### config.mk
export PLATFORM = sky130hd
export DESIGN_NAME = move_to_front_recency_list
export DESIGN_NICKNAME = d
export VERILOG_FILES = /design/src/rtl/mtf_pkg.sv /design/src/rtl/mtf_cell.sv /design/src/rtl/move_to_front_recency_list.sv
export SDC_FILE = /design/constraint.sdc
export NUM_CORES = 1
export LEC_CHECK = 0
export BUFFER_PORTS_ARGS = -buffer_cell sky130_fd_sc_hd__buf_2
export CAP_MARGIN = 5
export CORE_MARGIN = 2
export CORE_UTILIZATION = 26
export DETAILED_ROUTE_END_ITERATION = 8
export GPL_TIMING_DRIVEN = 0
export PLACE_DENSITY_LB_ADDON = 0.25
export RECOVER_POWER = 25
export SYNTH_ARGS = -nofsm -noshare
export SYNTH_HDL_FRONTEND = slang
export SYNTH_SLANG_ARGS = --single-unit
### constraint.sdc
create_clock -name clk -period 5.85 [get_ports clk]
set_input_delay 0.2925 -clock clk [delete_from_list [all_inputs] [get_ports clk]]
set_output_delay 0.2925 -clock clk [all_outputs]
set_load 0.005 [all_outputs]
### src/rtl/mtf_pkg.sv
// ----------------------------------------------------------------------------
// mtf_pkg: shared types and constants for the move-to-front recency list
// Holds the list capacity, the transfer payload types, the opcodes and the
// controller states.
// ----------------------------------------------------------------------------
package mtf_pkg;

	localparam int DEPTH = 16;
	localparam int CNT_W = $clog2(DEPTH + 1);
	localparam int ID_W  = 32;

	localparam logic OP_ACCESS = 1'b0;
	localparam logic OP_DUMP   = 1'b1;

	typedef struct packed {
		logic                   opcode;
		logic signed [ID_W-1:0] item_id;
	} in_item_t;

	typedef struct packed {
		logic signed [ID_W-1:0] out_id;
		logic                   is_last;
		logic                   list_empty;
		logic                   overflowed;
	} out_item_t;

	// Control broadcast to every cell of the row
	typedef struct packed {
		logic                   access;
		logic                   advance;
		logic signed [ID_W-1:0] key;
	} cell_ctrl_t;

	typedef enum logic {
		ST_IDLE,
		ST_DUMP
	} state_t;

endpackage

### src/rtl/mtf_cell.sv
// ----------------------------------------------------------------------------
// mtf_cell: one slot of the recency list
// Holds one identifier; compares it with the key, passes the hit-seen flag
// down the row and takes its neighbour's identifier on a shift.
// ----------------------------------------------------------------------------
module mtf_cell (
	input  logic                           clk,
	input  mtf_pkg::cell_ctrl_t            ctrl,
	input  logic                           occupied,
	input  logic signed [mtf_pkg::ID_W-1:0] prev_id,
	input  logic signed [mtf_pkg::ID_W-1:0] next_id,
	input  logic                           seen_in,
	output logic                           seen_out,
	output logic signed [mtf_pkg::ID_W-1:0] id
);

	logic signed [mtf_pkg::ID_W-1:0] id_q;
	logic                            match;

	assign match    = occupied && (id_q == ctrl.key);
	assign seen_out = seen_in || match;
	assign id       = id_q;

	// Shift back behind the hit (or along the whole row on a miss); advance on dump
	always_ff @(posedge clk) begin
		if (ctrl.access && !seen_in) begin
			id_q <= prev_id;
		end else if (ctrl.advance) begin
			id_q <= next_id;
		end
	end

endmodule

### src/rtl/move_to_front_recency_list.sv
// ----------------------------------------------------------------------------
// move_to_front_recency_list: most-recently-used list of distinct identifiers
// Row of compare-and-shift cells with a small dump controller.
// ----------------------------------------------------------------------------
// An access transfer (opcode 0) is taken in idle and a new one may follow in
// the next cycle: every cell compares its identifier with the key at once, a
// hit-seen flag ripples down the row, and the cells in front of the hit (all
// of them on a miss) move back one place while the key lands in the head
// cell. A new identifier arriving at a full list drops the tail entry and
// sets a sticky overflow flag. An end-of-group transfer (opcode 1) starts a
// dump: the row advances toward the head one cell per cycle while the result
// side can take a result, giving one result per stored entry (one result
// flagged empty when the list is empty); no input is taken until the last
// result is loaded. After a dump the list is empty and the overflow flag is
// clear. The clock path is the identifier compare plus the hit-seen ripple
// along all DEPTH cells.
// ----------------------------------------------------------------------------
module move_to_front_recency_list (
	input  logic               clk,
	input  logic               arst_n,
	input  logic               item_valid,
	output logic               item_ready,
	input  mtf_pkg::in_item_t  item,
	output logic               result_valid,
	input  logic               result_ready,
	output mtf_pkg::out_item_t result
);

	mtf_pkg::state_t   state_q, state_d;
	logic [mtf_pkg::CNT_W-1:0] count_q;
	logic              ovf_q;
	logic              result_valid_q;
	mtf_pkg::out_item_t result_q;

	mtf_pkg::cell_ctrl_t ctrl;
	logic              accept;
	logic              access;
	logic              hit;
	logic              full;
	logic              out_free;
	logic              advance;
	logic              last;

	logic [mtf_pkg::DEPTH-1:0] occupied;
	logic [mtf_pkg::DEPTH:0]   seen;
	logic signed [mtf_pkg::ID_W-1:0] ids [mtf_pkg::DEPTH];

	assign accept   = item_valid && item_ready;
	assign access   = accept && (item.opcode == mtf_pkg::OP_ACCESS);
	assign hit      = seen[mtf_pkg::DEPTH];
	assign full     = (count_q == mtf_pkg::CNT_W'(mtf_pkg::DEPTH));
	assign out_free = !result_valid_q || result_ready;
	assign last     = (count_q <= mtf_pkg::CNT_W'(1));

	assign ctrl.access  = access;
	assign ctrl.advance = advance;
	assign ctrl.key     = item.item_id;

	// Cells below the count hold live entries
	always_comb begin
		for (int k = 0; k < mtf_pkg::DEPTH; k++) begin
			occupied[k] = (count_q > mtf_pkg::CNT_W'(k));
		end
	end

	assign seen[0] = 1'b0;

	for (genvar g = 0; g < mtf_pkg::DEPTH; g++) begin : g_cell
		logic signed [mtf_pkg::ID_W-1:0] prev_id;
		logic signed [mtf_pkg::ID_W-1:0] next_id;

		// Head cell takes the key; tail cell refills with zero on dump
		if (g == 0) begin : g_head
			assign prev_id = item.item_id;
		end else begin : g_body
			assign prev_id = ids[g-1];
		end
		if (g == mtf_pkg::DEPTH - 1) begin : g_tail
			assign next_id = '0;
		end else begin : g_mid
			assign next_id = ids[g+1];
		end

		mtf_cell u_cell (
			.clk      (clk),
			.ctrl     (ctrl),
			.occupied (occupied[g]),
			.prev_id  (prev_id),
			.next_id  (next_id),
			.seen_in  (seen[g]),
			.seen_out (seen[g+1]),
			.id       (ids[g])
		);
	end

	// Controller: accept in idle, walk the row during a dump
	always_comb begin
		state_d    = state_q;
		item_ready = 1'b0;
		advance    = 1'b0;
		unique case (state_q)
			mtf_pkg::ST_IDLE: begin
				item_ready = 1'b1;
				if (accept && item.opcode == mtf_pkg::OP_DUMP) begin
					state_d = mtf_pkg::ST_DUMP;
				end
			end
			mtf_pkg::ST_DUMP: begin
				advance = out_free;
				if (out_free && last) begin
					state_d = mtf_pkg::ST_IDLE;
				end
			end
			default: begin
				state_d = mtf_pkg::ST_IDLE;
			end
		endcase
	end

	always_ff @(posedge clk or negedge arst_n) begin
		if (!arst_n) begin
			state_q <= mtf_pkg::ST_IDLE;
		end else begin
			state_q <= state_d;
		end
	end

	// Count and sticky overflow: grow on a miss, drop the tail when full, drain on dump
	always_ff @(posedge clk or negedge arst_n) begin
		if (!arst_n) begin
			count_q <= '0;
			ovf_q   <= 1'b0;
		end else if (access && !hit) begin
			if (full) begin
				ovf_q <= 1'b1;
			end else begin
				count_q <= count_q + mtf_pkg::CNT_W'(1);
			end
		end else if (advance) begin
			if (count_q != '0) begin
				count_q <= count_q - mtf_pkg::CNT_W'(1);
			end
			if (last) begin
				ovf_q <= 1'b0;
			end
		end
	end

	// Output register: hold until taken, load the head cell on each advance
	always_ff @(posedge clk or negedge arst_n) begin
		if (!arst_n) begin
			result_valid_q <= 1'b0;
		end else if (advance) begin
			result_valid_q <= 1'b1;
		end else if (result_ready) begin
			result_valid_q <= 1'b0;
		end
	end

	always_ff @(posedge clk) begin
		if (advance) begin
			result_q.out_id     <= (count_q == '0) ? '0 : ids[0];
			result_q.is_last    <= last;
			result_q.list_empty <= (count_q == '0);
			result_q.overflowed <= ovf_q;
		end
	end

	assign result_valid = result_valid_q;
	assign result       = result_q;

	// An empty-list result is always the only, hence last, result of its dump
	a_empty_is_last: assert property (@(posedge clk) disable iff (!arst_n)
		result_valid && result.list_empty |-> result.is_last)
		else $error("empty result without last mark");

	// A finished dump leaves an empty list and a clear overflow flag
	a_dump_clears: assert property (@(posedge clk) disable iff (!arst_n)
		(state_q == mtf_pkg::ST_DUMP && state_d == mtf_pkg::ST_IDLE)
		|=> (count_q == '0 && !ovf_q))
		else $error("list not cleared after dump");

	// The count never exceeds capacity
	a_count_bound: assert property (@(posedge clk) disable iff (!arst_n)
		count_q <= mtf_pkg::CNT_W'(mtf_pkg::DEPTH))
		else $error("entry count beyond capacity");

	// A miss into a full list sets the overflow flag and keeps the count
	a_overflow_set: assert property (@(posedge clk) disable iff (!arst_n)
		access && !hit && full |=> ovf_q && full)
		else $error("overflow not recorded on tail drop");

	// A hit never changes the count
	a_hit_keeps_count: assert property (@(posedge clk) disable iff (!arst_n)
		access && hit |=> $stable(count_q))
		else $error("count changed on a hit");

endmodule
==> impl_metrics.xml <==
<?xml version="1.0" encoding="UTF-8"?>
<metrics>
  <group name="route">
    <metric name="totalWireLength" unit="um">101000</metric>
    <metric name="detail_route.first_pass.iterations" unit="">5</metric>
    <metric name="avgRoutedWirePerCell" unit="um">27.2</metric>
    <metric name="first_iter_violations" unit="">1427</metric>
    <metric name="route.vias.total" unit="">17605</metric>
    <metric name="route.detailed.drc" unit="">0</metric>
    <metric name="drt.antenna.violating_nets" unit="">0</metric>
    <metric name="detail_route.vias_per_cell" unit="">4.74</metric>
  </group>
  <group name="floorplan">
    <metric name="num_io_pins" unit="">74</metric>
    <metric name="coreArea" unit="um2">112000</metric>
    <metric name="fp-row-count" unit="">123</metric>
    <metric name="die_area" unit="um2">116000</metric>
    <metric name="die_height" unit="um">341</metric>
    <metric name="die_w" unit="um">341</metric>
    <metric name="floorplan.initialDensity" unit="%">26.2</metric>
  </group>
  <group name="yosys">
    <metric name="synth.largest_area_cell" unit="">sky130_fd_sc_hd__edfxtp_1</metric>
    <metric name="sequential_fraction_of_the_synthesis_area" unit="%">56.4</metric>
    <metric name="netlist.area_leader.share" unit="%">55.7</metric>
    <metric name="synthTopCellsByArea" unit="">sky130_fd_sc_hd__edfxtp_1 56%, sky130_fd_sc_hd__mux2_2 17%, sky130_fd_sc_hd__xor2_1 8.5%</metric>
    <metric name="syn-mean-instance-area" unit="um2">14.4</metric>
    <metric name="synthDistinctLibCells" unit="">56</metric>
    <metric name="yosysWarnings" unit="">0</metric>
    <metric name="postSynthCellCount" unit="">2044</metric>
    <metric name="synthesis.area" unit="um2">29500</metric>
    <metric name="yosys_register_bits" unit="">555</metric>
    <metric name="postSynthNetCount" unit="">2087</metric>
  </group>
  <group name="pwr">
    <metric name="power" unit="uW">19300</metric>
    <metric name="worst_ir_drop_vdd" unit="mV">0.272</metric>
    <metric name="netSwitchingPower" unit="uW">7160</metric>
    <metric name="sequential_cell_fraction_of_total_power" unit="%">49.0</metric>
    <metric name="comb_power_share" unit="%">31.0</metric>
    <metric name="intPower" unit="uW">12200</metric>
    <metric name="swShare" unit="%">37.0</metric>
    <metric name="power_density" unit="nW/um2">572</metric>
    <metric name="p_leak" unit="uW">0.0113</metric>
    <metric name="clock_power_share" unit="%">20.1</metric>
  </group>
  <group name="grt">
    <metric name="use_met1" unit="%">22.4</metric>
    <metric name="global_route.usage.total" unit="%">17.0</metric>
    <metric name="grtUsageMet3" unit="%">1.64</metric>
    <metric name="globalRoute.totalOverflow" unit="">0</metric>
    <metric name="grt_max_degree" unit="">33</metric>
    <metric name="groute.layer.met2.usage" unit="%">28.2</metric>
    <metric name="grt_pass1_vias" unit="">18025</metric>
    <metric name="antenna_found_initial" unit="">1</metric>
    <metric name="grt_first_pass_wirelength" unit="um">139000</metric>
    <metric name="busiest_layer" unit="">met2</metric>
  </group>
  <group name="run_status">
    <metric name="run_status" unit="">finished with violations</metric>
    <metric name="violations_in_the_final_reports" unit="">capacitance limit, slew limit</metric>
  </group>
  <group name="cts">
    <metric name="tritoncts_clock_tree" unit="">done</metric>
    <metric name="root_buffer" unit="">sky130_fd_sc_hd__clkbuf_16</metric>
    <metric name="cts_h_tree_depth" unit="">2</metric>
    <metric name="cts-root-to-sink-buffers" unit="">3</metric>
    <metric name="clock_buffers_created_by_tritoncts" unit="">61</metric>
    <metric name="worst_skew_pair_latency" unit="ps">660</metric>
    <metric name="cts_repair_resize_count" unit="">0</metric>
    <metric name="clock_sink_count" unit="">555</metric>
    <metric name="cts.reportedPaths.clkPinSlew" unit="ps">70</metric>
  </group>
  <group name="timing">
    <metric name="finalHoldViolCount" unit="">0</metric>
    <metric name="final_min_period_over_clock_period" unit="%">94.0</metric>
    <metric name="setup-violations-final" unit="">0</metric>
    <metric name="timing_max_transition_violations_final" unit="">22</metric>
    <metric name="clock.fmax" unit="MHz">182</metric>
    <metric name="setup_slack" unit="ps">354</metric>
    <metric name="max_slew.worst_pin.slew" unit="ps">1590</metric>
    <metric name="final.setup_skew" unit="ps">34.0</metric>
    <metric name="min_period" unit="ps">5500</metric>
    <metric name="grt_setup_unrepaired" unit="">false</metric>
    <metric name="slew-limit-headroom" unit="%">-6.08</metric>
  </group>
  <group name="place">
    <metric name="placed_cells" unit="">3594</metric>
    <metric name="detailed_place.area" unit="um2">31800</metric>
    <metric name="final_weighted_congestion_in_routability_driven_placement" unit="">0.972</metric>
    <metric name="io_buffer_count" unit="">41</metric>
    <metric name="dpl.hpwl" unit="um">82500</metric>
    <metric name="post-place-ws" unit="ps">322</metric>
  </group>
  <group name="finish">
    <metric name="final_cell_mix" unit="">547 x sky130_fd_sc_hd__edfxtp_1, 443 x sky130_fd_sc_hd__mux2_2, 287 x sky130_fd_sc_hd__xor2_1</metric>
    <metric name="design_area" unit="um2">33800</metric>
    <metric name="final_layout_size_suffix_gt1_share" unit="%">30.5</metric>
    <metric name="num-nets-final" unit="">2210</metric>
    <metric name="synthToLayoutAreaGrowth" unit="%">14.7</metric>
    <metric name="diodes" unit="">0</metric>
    <metric name="leading_cell_type_in_the_layout_fill_and_taps_excluded" unit="">sky130_fd_sc_hd__edfxtp_1</metric>
    <metric name="final_instance_count_excl_fillers" unit="">3714</metric>
  </group>
  <group name="run">
    <metric name="timing.max_cap.violations" unit="">1</metric>
  </group>
  <group name="worst_hold_path">
    <metric name="hp-class" unit="">in2async</metric>
  </group>
  <group name="worst_setup_path">
    <metric name="required" unit="ps">6120</metric>
    <metric name="critPathCaptureType" unit="">register</metric>
    <metric name="critPathArrivalTime" unit="ps">5760</metric>
    <metric name="critical_path_class" unit="">reg2reg</metric>
    <metric name="critical_path_peak_fanout" unit="">32</metric>
    <metric name="timing.critical_path.from_type" unit="">register</metric>
  </group>
</metrics>
per-layer routing:
metal  part of all wire (%)  vias to the layer above  wire length (um)
met1                     44                     9049             44400
met4                    4.8                        0              4840
met5                      0                        -                 0
met2                     47                      556             47900
li1                       -                     7843                 -
met3                    4.0                      157              4070
layout make-up:
type	instances	area [um2]
clock buffer	80	1680
sequential	555	16600
buffer	128	654
clock inverter	30	265
tap	1500	1880
multi-input combinational	1353	12200
inverter	8	30.0
fill	11249	78700
timing repair buffer	60	479
synth_stat cells, drive strengths merged:
| master | instances |
|---|---|
| nand2b | 9 |
| clkbuf | 23 |
| o31ai | 1 |
| a2111o | 1 |
| and3 | 3 |
| or4b | 1 |
| o211ai | 1 |
| and2 | 33 |
| nor2 | 13 |
| dfrtp | 8 |
| o22ai | 1 |
| nand3b | 1 |
| nor4b | 2 |
| buf | 105 |
| inv | 8 |
| nand4b | 3 |
| xor2 | 287 |
| or4 | 3 |
| nor3b | 2 |
| xnor2 | 228 |
| o21ai | 10 |
| nor2b | 33 |
| o21ba | 1 |
| o32a | 1 |
| o41ai | 1 |
| or3 | 1 |
| ha | 6 |
| o2111ai | 1 |
| nand2 | 26 |
| edfxtp | 547 |
| o31a | 1 |
| nand4 | 74 |
| o2bb2ai | 1 |
| nor3 | 12 |
| nand3 | 21 |
| a31oi | 2 |
| o221a | 1 |
| nor4 | 86 |
| a211oi | 1 |
| mux2 | 480 |
| a21oi | 3 |
| and4 | 2 |
flip-flops by register name (all words and copies together), names as in the netlist:
signal,count
g_cell.u_cell.id,512
result,35
count_q,5
ovf_q,1
result_valid,1
state_q,1
through the flow:
| step | util (%) | TNS [ps] | hold WS, ps |
|---|---|---|---|
| global route | 30.0 | 0 | 214 |
| detailed placement | 28.3 | 0 | 178 |
| finish | 30.0 | 0 | 189 |
| CTS | 30.0 | 0 | 17.6 |
| floorplan | - | 0 | -3.09 |
| global placement | 28.0 | -211410 | 171 |
logic make-up after synthesis:
group | Yosys count | synth area share (%)
AO/OA/AOI/OAI | 27 | 0.624
XOR/XNOR | 515 | 15.3
adder cells (fa/ha/maj) | 6 | 0.255
buffers and inverters | 136 | 2.36
flip-flops | 555 | 56.4
multiplexers | 480 | 18.3
AND/OR/NAND/NOR | 325 | 6.69
timing repair:
action                     4_1_cts  5_1_grt
buffers inserted                 0        3
hold endpoints to repair        10        0
setup endpoints to repair        0       32
hold buffers                     4        0
power by group through the flow:
stage | Clock [uW] | Combinational (uW) | Sequential [uW]
floorplan | 0 | 3870 | 8490
detailed placement | 0 | 6040 | 9500
global placement | 0 | 5800 | 9500
global route | 4090 | 6340 | 9720
finish | 3880 | 5980 | 9460
CTS | 3950 | 6080 | 9420
critical path, stage by stage (launching register included):
cell	delay [ps]
sky130_fd_sc_hd__dfrtp_1	410
sky130_fd_sc_hd__clkbuf_1	200
sky130_fd_sc_hd__inv_1	170
sky130_fd_sc_hd__ha_1	180
sky130_fd_sc_hd__o21ba_1	180
sky130_fd_sc_hd__nor2b_1	630
sky130_fd_sc_hd__nor4_1	220
sky130_fd_sc_hd__clkbuf_1	240
sky130_fd_sc_hd__nor3_4	420
sky130_fd_sc_hd__nand3_1	530
sky130_fd_sc_hd__nor3b_2	800
sky130_fd_sc_hd__buf_2	370
sky130_fd_sc_hd__nand2b_2	710
final timing paths:
check,slack [ps],startpoint,cells after the start,to
max,350,count_q[1],12,g_cell[12].u_cell.id[10]
min,190,arst_n,2,count_q[2]
max reg2reg,350,count_q[1],12,g_cell[12].u_cell.id[10]
min reg2reg,550,result_valid,2,result_valid
max in group asynchronous,5240,arst_n,2,count_q[3]
min in group clk,400,item_valid,4,g_cell[2].u_cell.id[31]
(Power assumes the default switching activity.)
